[config.mk]
export PLATFORM = sky130hd
export DESIGN_NAME = tkrs_ram
export DESIGN_NICKNAME = d
export VERILOG_FILES = /design/src/hw/rtl/tkrs_ram.sv
export SDC_FILE = /design/constraint.sdc
export NUM_CORES = 2
export LEC_CHECK = 0
export BUFFER_PORTS_ARGS = -buffer_cell sky130_fd_sc_hd__buf_2
export CAP_MARGIN = 5
export CORE_MARGIN = 2
export CORE_UTILIZATION = 35
export CTS_CLUSTER_DIAMETER = 200
export CTS_CLUSTER_SIZE = 28
export DETAILED_ROUTE_END_ITERATION = 12
export SYNTH_ARGS = -nofsm -noshare
export SYNTH_HDL_FRONTEND = slang
export SYNTH_SLANG_ARGS = --single-unit
[constraint.sdc]
create_clock -name clock -period 3.69 [get_ports clock]
set_input_delay 0.5535 -clock clock [delete_from_list [all_inputs] [get_ports clock]]
set_output_delay 0.5535 -clock clock [all_outputs]
set_load 0.01 [all_outputs]
[src/hw/rtl/tkrs_ram.sv]
// ----------------------------------------------------------------------------
// Generic single-port-write RAM
// One write port and one read port; read data is registered.
// A read of the address being written returns the old contents.
// ----------------------------------------------------------------------------
module tkrs_ram #(
   parameter int WIDTH = 16,
   parameter int DEPTH = 256
) (
   input  logic                     clock,
   input  logic                     wr_en,
   input  logic [$clog2(DEPTH)-1:0] wr_addr,
   input  logic [WIDTH-1:0]         wr_data,
   input  logic [$clog2(DEPTH)-1:0] rd_addr,
   output logic [WIDTH-1:0]         rd_data
);

   logic [WIDTH-1:0] mem [DEPTH];
   logic [WIDTH-1:0] rd_data_ff;

   // Storage array with a registered read.
   always_ff @(posedge clock) begin
      if (wr_en) begin
         mem[wr_addr] <= wr_data;
      end
      rd_data_ff <= mem[rd_addr];
   end

   assign rd_data = rd_data_ff;

endmodule

==> impl_metrics.ini <==
[detailed_routing]
wl_per_cell_um = 30.91
vias = 78162
routed_via_density = 5.629
wirelength_um = 429300
dr.pass1.iters = 6
drt-initial-drc-count = 10091
ant_nets = 0
drc = 0

[sta]
rsz0062_at_grt = no
worstMarginPinSlew_ns = 1.309
hold_ws_ns = 0.07401
fin_crit_sh = 0.9091
report.final.slew_viol_count = 0
post-route-min-period_ns = 3.355
fmax_mhz = 298.1
relSlewSlack = 0.1180
clock_skew_ns = 0.08533
hold_viol = 0
setup_viol = 0
fin_ws_ns = 0.3353

[logic_synthesis]
syn-cell-area_um2 = 158700
syn_inst = 7360
yosys_warnings = 0
synth_cell_types = 52
synth_edf_count = 4096
yosys_register_bits = 4112
ys.flop_type = edfxtp_1
syn_area_per_cell_um2 = 21.56
syn_nets = 7394
synth_seq_area_share = 0.7770
async_reset_ff_frac = 0

[hold_path]
hold_path.class = in -> reg
worstHoldStart = wr_data[10]

[place]
port-buffer-count = 49
placed_cells = 13658
place_congestion = 0.8735
place_ws_ns = -0.5052
postPlaceCellArea_um2 = 170900
dp.final_hpwl_um = 271000

[global_routing]
grt_pass1_wl_um = 602800
grt.overflow.total = 0
grtUsageTotal = 0.1824
grt_pass1_vias = 77358
grt_antenna_before_repair = 33
grt_max_degree = 124

[floorplanning]
io_pins = 50
core-area_um2 = 452100
die_x_um = 677.4
start_util = 0.3510
rows = 247
die_area_um2 = 458900
die_h_um = 677.4

[clock_tree]
cts_max_level = 4
root_buffer = clkbuf_16
clockBufferDepth = 4
cts_made_buffers = 172
clk_pin_slew_ns = 0.10
clock_sink_count = 4112
clk_latency_ns = 0.93
cts.repair.resized = 0
cts_tree = done

[worst_setup_path]
crit_type = in -> reg
endpoint_kind = flip-flop
reg2reg_from = mem[202][9]$_DFFE_PP_
crit_path_end = rd_data[9]$_DFF_P_
worstSetupStartpointType = input port
crit_required_ns = 4.52
r2r_end = rd_data[9]$_DFF_P_
reg2reg_depth = 6
worstPathArrival_ns = 4.18
startpoint = rd_addr[0]
cp_max_fo = 17
r2r_slack_ns = 0.79

[outcome]
status = finished, final reports clean

[final_layout]
fin_nets = 7891
fillers = 39957
fin_area_um2 = 175600
multi_input_area_um2 = 32930
fin_cells = 13886
drive_above_1_share = 0.2428
syn_to_final_growth_pct = 10.62
register_area_um2 = 123300

[pwr]
peakVddDrop_v = 0.0003712
p_leak_nw = 54.24
powerDensity_nw_per_um2 = 449.8

[job]
cap_violations = 0
-- cell type report --
type / instances / share of cell area
timing repair buffer: 775 / 0.04095
clock inverter: 2 / 0.0002209
tap: 5976 / 0.04259
antenna: 16 / 0.0002280
inverter: 4 / 0.0001568
clock buffer: 209 / 0.02591
sequential: 4112 / 0.7024
multi-input combinational: 2792 / 0.1876
-- synthesized netlist by cell type, types with 2 or more instances --
cell type / count / share of area
edfxtp_1: 4096 / 0.77
mux4_2: 797 / 0.11
mux2i_1: 565 / 0.036
nor2_1: 304 / 0.0072
o221ai_1: 252 / 0.014
clkbuf_1: 230 / 0.0054
a21oi_1: 175 / 0.0055
o22ai_1: 148 / 0.0058
nor3_1: 92 / 0.0029
mux2_2: 88 / 0.0062
buf_6: 77 / 0.0055
buf_2: 76 / 0.0024
a22oi_1: 43 / 0.0020
nand2_1: 38 / 0.00090
o21ai_0: 37 / 0.0012
nand3_1: 35 / 0.0011
a22o_1: 32 / 0.0018
a221oi_1: 28 / 0.0015
buf_1: 27 / 0.00064
buf_4: 26 / 0.0012
nand4_1: 26 / 0.0010
o32ai_1: 20 / 0.0011
a211oi_1: 18 / 0.00085
nor4_1: 17 / 0.00067
dfxtp_1: 16 / 0.0020
o31ai_1: 16 / 0.00076
and3_1: 11 / 0.00043
buf_8: 11 / 0.0010
nor2b_1: 9 / 0.00035
a2111oi_0: 6 / 0.00033
a31oi_1: 6 / 0.00024
buf_12: 5 / 0.00063
or2_2: 4 / 0.00016
inv_1: 3 / 0.000071
nand2b_1: 3 / 0.00012
nand4b_1: 3 / 0.00017
a21o_1: 2 / 0.000095
and4_1: 2 / 0.00011
nor4bb_1: 2 / 0.00013
or3_1: 2 / 0.000079
-- layout by cell type (no fill, tap or decap), types with 90 or more instances in the layout --
cell,Yosys,routed
clkbuf_16,0,177
nor2_1,304,255
a21oi_1,175,175
mux4_2,797,797
buf_12,5,104
nor3_1,92,90
o221ai_1,252,252
o22ai_1,148,148
edfxtp_1,4096,4096
mux2i_1,565,565
buf_4,26,623
-- cell families (layout without fill, tap and decap cells) --
logic type,count (synthesis),count (layout),share of synthesized area
other,0,16,0
buffers and inverters,456,990,0.01693
and+or+nand+nor,556,556,0.01574
DFF,4112,4112,0.7770
muxes,1450,1450,0.1550
AOI/OAI and AO/OA,786,786,0.03537
-- per-layer routing --
layer,GRT usage,wire [µm],vias to the layer above
met5,0,80,-
met4,0.05472,14610,12
met3,0.02542,34800,515
met2,0.3046,209900,3516
met1,0.2488,169800,42185
li1,-,-,31934
-- worst min path at each step --
stage	to	slack [ns]	cells past startpoint
3_5_place_dp	mem[229][1]$_DFFE_PP_	0.97	1
3_3_place_gp	mem[228][1]$_DFFE_PP_	0.96	1
6_report	mem[186][10]$_DFFE_PP_	0.07	1
2_1_floorplan	mem[0][0]$_DFFE_PP_	0.65	0
5_1_grt	mem[186][10]$_DFFE_PP_	0.04	1
4_1_cts	mem[187][10]$_DFFE_PP_	0.02	1
-- report_power, final --
part           internal [W]  switching [W]
clock               0.00885         0.0135
sequential           0.0514       0.000117
combinational       0.00185        0.00327
-- critical path: stages --
cell	delay, ns
buf_12	0.19
buf_12	0.24
buf_4	0.34
buf_4	0.33
mux2i_1	0.12
o221ai_1	0.34
o22ai_1	0.15
a21oi_1	0.62
nand4_1	0.78
nor4_1	0.46
-- per-stage QoR --
stage                     total power [W]    util  setup TNS (ns)
after detailed placement          0.05774  0.3781          -1.444
after CTS                         0.07950  0.3882               0
after global routing              0.08109  0.3883               0
after global placement            0.05764  0.3781          -1.369
final                             0.07897  0.3883               0
after floorplan                   0.05507       -               0
-- what timing repair did --
item,CTS,global route
hold endpoints to repair,14,0
hold buffers,1,0
buffers inserted,0,0
-- registers in the layout, summed over array words and instances (netlist names) --
name,cells
rd_data,16
mem,4096
No activity file was read; power rests on OpenSTA's default activity.
