$ cat config.mk
export PLATFORM = sky130hd
export DESIGN_NAME = tkrs_row_unpack
export DESIGN_NICKNAME = d
export VERILOG_FILES = /design/src/hw/rtl/tkrs_pkg.sv /design/src/hw/rtl/tkrs_row_unpack.sv
export SDC_FILE = /design/constraint.sdc
export NUM_CORES = 1
export LEC_CHECK = 0
export ABC_CLOCK_PERIOD_IN_PS = 7200
export BUFFER_PORTS_ARGS = -buffer_cell sky130_fd_sc_hd__buf_2
export CORE_ASPECT_RATIO = 0.9
export CORE_MARGIN = 1.5
export CORE_UTILIZATION = 46
export DETAILED_ROUTE_END_ITERATION = 6
export GPL_ROUTABILITY_DRIVEN = 0
export GPL_TIMING_DRIVEN = 0
export PLACE_DENSITY = 0.89
export SYNTH_ARGS = -nofsm -noshare
export SYNTH_HDL_FRONTEND = slang
export SYNTH_SLANG_ARGS = --single-unit
$ cat constraint.sdc
create_clock -name vclk -period 7.2
set_input_delay 1.08 -clock vclk [all_inputs]
set_output_delay 1.08 -clock vclk [all_outputs]
set_load 0.02 [all_outputs]
$ cat src/hw/rtl/tkrs_pkg.sv
// ----------------------------------------------------------------------------
// Tracker row sequencer package
// Shared constants, command codes and structure types of the row sequencer.
// ----------------------------------------------------------------------------
package tkrs_pkg;

   // Default sizes of the song structure.
   localparam int ROWS_PER_PATTERN_DEF = 64;
   localparam int ORDER_DEPTH_DEF      = 256;
   localparam int TRACKS               = 4;

   // Special codes in the song data.
   localparam logic [15:0] END_MARK     = 16'hFFFF;
   localparam logic [6:0]  MUTE_CODE    = 7'h7F;
   localparam logic [4:0]  DATA_MASK    = 5'h1F;
   localparam logic [2:0]  SPEED_EFFECT = 3'd7;

   // Byte slot codes: the bitmap is awaited, or no further byte is present.
   localparam logic [3:0] SLOT_BITMAP = 4'd0;
   localparam logic [3:0] SLOT_NONE   = 4'd8;

   // Input commands.
   typedef enum logic [1:0] {
      CMD_TICK  = 2'd0,
      CMD_BYTE  = 2'd1,
      CMD_WRITE = 2'd2
   } command_type;

   // The four 16-bit track words of one row.
   typedef logic [TRACKS-1:0][15:0] words_type;

   // Status of one row byte as seen by the unpacker.
   typedef struct packed {
      logic       finish;
      logic [3:0] slot;
      logic       speed_we;
      logic [4:0] speed;
   } row_status_type;

   // One result transaction.
   typedef struct packed {
      logic        is_channel_update;
      logic        row_due;
      logic [15:0] fetch_address;
      logic [7:0]  pattern_index;
      logic [5:0]  row_position;
      logic [1:0]  channel;
      logic        note_valid;
      logic [6:0]  note;
      logic        last;
   } result_type;

endpackage

$ cat src/hw/rtl/tkrs_row_unpack.sv
// ----------------------------------------------------------------------------
// Row byte unpacker
// Merges one compressed row byte into the track words, finds the next present
// byte of the bitmap and works out the speed effect when the row is complete.
// ----------------------------------------------------------------------------
module tkrs_row_unpack (
   input  logic [7:0]               byte_value,
   input  logic [3:0]               slot,
   input  logic [7:0]               presence,
   input  tkrs_pkg::words_type      words,
   output logic [7:0]               presence_next,
   output tkrs_pkg::words_type      words_next,
   output tkrs_pkg::row_status_type status
);

   logic [2:0] byte_pos;
   logic [3:0] next_pos;

   // Lowest set bit of the bitmap at or above the start position.
   function automatic logic [3:0] next_present(input logic [7:0] bits,
                                               input logic [3:0] from);
      logic [3:0] pos;
      pos = tkrs_pkg::SLOT_NONE;
      for (int i = 7; i >= 0; i--) begin
         if (bits[i] && (4'(i) >= from)) begin
            pos = 4'(i);
         end
      end
      return pos;
   endfunction

   // Merge the byte and locate the next one.
   always_comb begin
      words_next    = words;
      presence_next = presence;
      byte_pos      = '0;
      if (slot == tkrs_pkg::SLOT_BITMAP) begin
         presence_next = byte_value;
         words_next    = '0;
         next_pos      = next_present(byte_value, 4'd0);
      end else begin
         byte_pos = 3'(slot - 4'd1);
         if (byte_pos[0]) begin
            words_next[byte_pos[2:1]] = words[byte_pos[2:1]] | {8'h00, byte_value};
         end else begin
            words_next[byte_pos[2:1]] = {byte_value, 8'h00};
         end
         next_pos = next_present(presence, {1'b0, byte_pos} + 4'd1);
      end
   end

   // Row completion and speed effect; a later track overrides an earlier one.
   always_comb begin
      status.finish   = (next_pos == tkrs_pkg::SLOT_NONE);
      status.slot     = status.finish ? tkrs_pkg::SLOT_BITMAP : next_pos + 4'd1;
      status.speed_we = 1'b0;
      status.speed    = '0;
      for (int t = 0; t < tkrs_pkg::TRACKS; t++) begin
         if (words_next[t][8:6] == tkrs_pkg::SPEED_EFFECT) begin
            status.speed_we = 1'b1;
            status.speed    = words_next[t][4:0] & tkrs_pkg::DATA_MASK;
         end
      end
   end

endmodule
==> report_table.html <==
<table>
<tr><th>Metric</th><th>Value</th></tr>
<tr><th colspan="2">Timing</th></tr>
<tr><td>Worst Tran Pin Value</td><td>0.672 ns</td></tr>
<tr><td>Worst-case headroom to the max-slew limit</td><td>0.551</td></tr>
<tr><td>Setup repair after global routing missed its margin</td><td>false</td></tr>
<tr><td>Setup TNS</td><td>0 ns</td></tr>
<tr><td>Min Clock Period, post-route</td><td>5.56 ns</td></tr>
<tr><td>Worst Slack Setup Final</td><td>1.64 ns</td></tr>
<tr><td>Peak Freq</td><td>180 MHz</td></tr>
<tr><td>Final setup violating endpoints</td><td>0</td></tr>
<tr><td>Number of pins with negative max-slew slack in the final report</td><td>0</td></tr>
<tr><td>Number of endpoints with negative hold slack in the final report</td><td>0</td></tr>
<tr><td>Period Utilization, post-route</td><td>0.772</td></tr>
<tr><th colspan="2">Floorplan</th></tr>
<tr><td>CORE AREA</td><td>4580 sq um</td></tr>
<tr><td>Chip Height</td><td>69.2 um</td></tr>
<tr><td>Starting utilization of the core area</td><td>0.489</td></tr>
<tr><td>Horiz. Die Dim</td><td>76.6 um</td></tr>
<tr><td>Number of top-level pins</td><td>167</td></tr>
<tr><td>Total die area</td><td>5300 sq um</td></tr>
<tr><td>Site Rows</td><td>23</td></tr>
<tr><th colspan="2">Worst setup path</th></tr>
<tr><td>Type of the worst setup path</td><td>primary input to output port</td></tr>
<tr><td>Critical path peak fanout</td><td>11</td></tr>
<tr><td>Required time at the endpoint of the critical path</td><td>6.12 ns</td></tr>
<tr><td>Startpoint types</td><td>primary input</td></tr>
<tr><td>Critical path arrival</td><td>4.48 ns</td></tr>
<tr><td>Nature of the critical path endpoint</td><td>output port</td></tr>
<tr><th colspan="2">Power and ir drop</th></tr>
<tr><td>Leakage power</td><td>0.00159 uW</td></tr>
<tr><td>Power Density</td><td>110 nW/um^2</td></tr>
<tr><td>Maximum resistive drop on vdd</td><td>53.3 uV</td></tr>
<tr><th colspan="2">Clock tree</th></tr>
<tr><td>CTS Hold Buffers Added</td><td>0</td></tr>
<tr><td>Post-CTS setup buffer count</td><td>0</td></tr>
<tr><td>Count of cells resized by post-cts repair</td><td>0</td></tr>
<tr><th colspan="2">Layout</th></tr>
<tr><td>Leading cell types in the layout, fill and taps excluded</td><td>sky130_fd_sc_hd__buf_2, sky130_fd_sc_hd__nand2_1, sky130_fd_sc_hd__a21oi_1</td></tr>
<tr><td>Antenna fix cells</td><td>0</td></tr>
<tr><td>Layout clock buffers</td><td>0</td></tr>
<tr><td>Post-layout nets</td><td>624</td></tr>
<tr><td>Most common cell after layout, fill and taps aside</td><td>sky130_fd_sc_hd__buf_2</td></tr>
<tr><td>Total area of sequential cells</td><td>0 sq um</td></tr>
<tr><td>Fraction of layout instances using a drive strength above 1</td><td>0.376</td></tr>
<tr><td>Number of flip-flops and latches</td><td>0</td></tr>
<tr><td>Fin util</td><td>0.683</td></tr>
<tr><td>Growth of design area from synthesis to finish</td><td>39.4%</td></tr>
<tr><th colspan="2">Global routing</th></tr>
<tr><td>Global-route wire length before repair</td><td>15400 um</td></tr>
<tr><td>Vias in the first global route</td><td>3210</td></tr>
<tr><td>Initial antenna violation count</td><td>0</td></tr>
<tr><td>Residual overflow from global routing</td><td>0</td></tr>
<tr><td>Global-route total usage across every layer</td><td>0.346</td></tr>
<tr><td>Pin count of the biggest net entering global routing</td><td>12</td></tr>
<tr><th colspan="2">Detailed routing</th></tr>
<tr><td>Met3 WL</td><td>1010 um</td></tr>
<tr><td>Antenna-violating nets left</td><td>0</td></tr>
<tr><td>Wire per inst</td><td>16.7 um</td></tr>
<tr><td>Via count normalized by instance count</td><td>6.02</td></tr>
<tr><td>Routed metal-1 wirelength</td><td>3940 um</td></tr>
<tr><td>Count of vias placed by the detailed router</td><td>3577</td></tr>
<tr><td>Total length of routed wires</td><td>9900 um</td></tr>
<tr><td>Highest metal used</td><td>met4</td></tr>
<tr><td>Violation count after the first detailed-route iteration</td><td>299</td></tr>
<tr><td>Count of TritonRoute iterations in the first routing pass</td><td>5</td></tr>
<tr><td>Residual DRC count</td><td>0</td></tr>
<tr><td>Total met2 wirelength after detailed routing</td><td>4750 um</td></tr>
<tr><th colspan="2">Place</th></tr>
<tr><td>Hpwl dp</td><td>7900 um</td></tr>
<tr><td>Worst setup slack before clock tree synthesis</td><td>1.73 ns</td></tr>
<tr><td>Number of port buffers</td><td>161</td></tr>
<tr><th colspan="2">Synthesis</th></tr>
<tr><td>Number of nets produced by synthesis</td><td>461</td></tr>
<tr><td>Number of distinct standard cells referenced by the synthesized netlist</td><td>54</td></tr>
<tr><td>Leading cell types by total area after synthesis</td><td>sky130_fd_sc_hd__a21oi_1, sky130_fd_sc_hd__nand2_1, sky130_fd_sc_hd__mux4_2, sky130_fd_sc_hd__o21ai_0, sky130_fd_sc_hd__nor2_1</td></tr>
<tr><td>Synthesis warning total</td><td>0</td></tr>
<tr><td>Top cell type's share of synthesized area</td><td>0.139</td></tr>
<tr><td>Synthesized area</td><td>2240 sq um</td></tr>
<tr><td>Cells after synthesis</td><td>371</td></tr>
<tr><td>Seq/Total Area, Yosys</td><td>0</td></tr>
<tr><td>Yosys top cell by area</td><td>sky130_fd_sc_hd__a21oi_1</td></tr>
<tr><td>Mapped Avg Cell Area</td><td>6.04 sq um</td></tr>
<tr><th colspan="2">Status</th></tr>
<tr><td>Result of the run</td><td>finished clean</td></tr>
<tr><th colspan="2">Min path</th></tr>
<tr><td>Worst Hold Path Cells</td><td>4</td></tr>
<tr><td>Min-delay worst type</td><td>primary input to output port</td></tr>
<tr><td>Worst hold endpoint</td><td>words_next[19]</td></tr>
<tr><td>Hold Path Origin</td><td>words[19]</td></tr>
<tr><th colspan="2">Job</th></tr>
<tr><td>Max-cap violations</td><td>0</td></tr>
</table>
==> layer usage <==
metal,up-vias,GRT usage
met3,26,0.0342
met5,-,0
met4,0,0.0885
met2,253,0.607
met1,1635,0.454
li1,1663,-
==> cell families (layout without fill, tap and decap cells) <==
logic type / count (synthesis) / in the layout / synth area share
AO/OA/AOI/OAI: 138 / 138 / 0.384
XOR/XNOR: 2 / 2 / 0.0112
adder cells (fa/ha/maj): 6 / 6 / 0.0335
buffers and inverters: 42 / 203 / 0.0821
multiplexers: 19 / 19 / 0.130
AND/OR/NAND/NOR: 164 / 164 / 0.359
==> through the flow <==
stage | std cells | power, uW | hold slack, ns | cell area [sq um]
5_1_grt | 594 | 365 | 2.53 | 3120
4_1_cts | 594 | 337 | 2.51 | 3120
3_3_place_gp | 594 | 331 | 2.51 | 3120
6_report | 594 | 343 | 2.51 | 3120
3_5_place_dp | 594 | 336 | 2.50 | 3120
2_1_floorplan | 371 | 224 | 2.33 | 2240
==> cell type report <==
type / count / area (sq um)
plain buffers: 32 / 146
fillers: 414 / 1450
inverters: 10 / 37.5
multi-input cells: 329 / 2060
well taps: 62 / 77.6
repair buffers: 161 / 806
==> cells in the mapped netlist, types with 2 or more instances <==
library cell,instances
sky130_fd_sc_hd__a211oi_1,4
sky130_fd_sc_hd__a21boi_0,2
sky130_fd_sc_hd__a21o_1,8
sky130_fd_sc_hd__a21oi_1,62
sky130_fd_sc_hd__a221oi_1,3
sky130_fd_sc_hd__a22oi_1,2
sky130_fd_sc_hd__a31oi_1,4
sky130_fd_sc_hd__buf_2,9
sky130_fd_sc_hd__buf_4,2
sky130_fd_sc_hd__clkbuf_1,20
sky130_fd_sc_hd__ha_1,6
sky130_fd_sc_hd__inv_1,8
sky130_fd_sc_hd__inv_2,2
sky130_fd_sc_hd__mux2i_1,10
sky130_fd_sc_hd__mux4_2,8
sky130_fd_sc_hd__nand2_1,68
sky130_fd_sc_hd__nand2b_1,6
sky130_fd_sc_hd__nand3_1,6
sky130_fd_sc_hd__nand3b_1,4
sky130_fd_sc_hd__nor2_1,38
sky130_fd_sc_hd__nor2b_1,9
sky130_fd_sc_hd__nor3_1,18
sky130_fd_sc_hd__o211ai_1,2
sky130_fd_sc_hd__o21a_1,4
sky130_fd_sc_hd__o21ai_0,29
sky130_fd_sc_hd__o21ai_4,2
sky130_fd_sc_hd__o22ai_1,3
sky130_fd_sc_hd__o31ai_2,4
sky130_fd_sc_hd__o32a_1,2
sky130_fd_sc_hd__or3b_1,2
==> critical path, stage by stage <==
cell                       delay [ns]
sky130_fd_sc_hd__buf_2           0.15
sky130_fd_sc_hd__buf_2           0.25
sky130_fd_sc_hd__inv_2           0.19
sky130_fd_sc_hd__ha_1            0.40
sky130_fd_sc_hd__buf_2           0.20
sky130_fd_sc_hd__or3b_1          0.40
sky130_fd_sc_hd__a21oi_2         0.18
sky130_fd_sc_hd__nor2_1          0.06
sky130_fd_sc_hd__o32a_1          0.29
sky130_fd_sc_hd__a311oi_2        0.33
sky130_fd_sc_hd__nor2_1          0.09
sky130_fd_sc_hd__ha_1            0.21
sky130_fd_sc_hd__inv_1           0.08
sky130_fd_sc_hd__o21ai_0         0.10
sky130_fd_sc_hd__o22ai_1         0.17
sky130_fd_sc_hd__a21o_1          0.12
sky130_fd_sc_hd__buf_2           0.16
==> how the worst max path moves through the flow <==
| stage | startpoint | endpoint | slack (ns) | cells after the start |
|---|---|---|---|---|
| floorplan | slot[0] | status[6] | 2.20 | 14 |
| global placement | slot[0] | status[9] | 1.75 | 17 |
| detailed placement | slot[0] | status[9] | 1.73 | 17 |
| CTS | slot[0] | status[9] | 1.72 | 17 |
| global route | slot[0] | status[9] | 1.48 | 17 |
| finish | slot[0] | status[9] | 1.64 | 17 |
==> power breakdown <==
part,switching (uW),internal (uW),leakage [uW]
clock network,0,0,0
registers,0,0,0
logic,219,124,0.00159
Note: power is estimated with default switching activity, not from simulation.
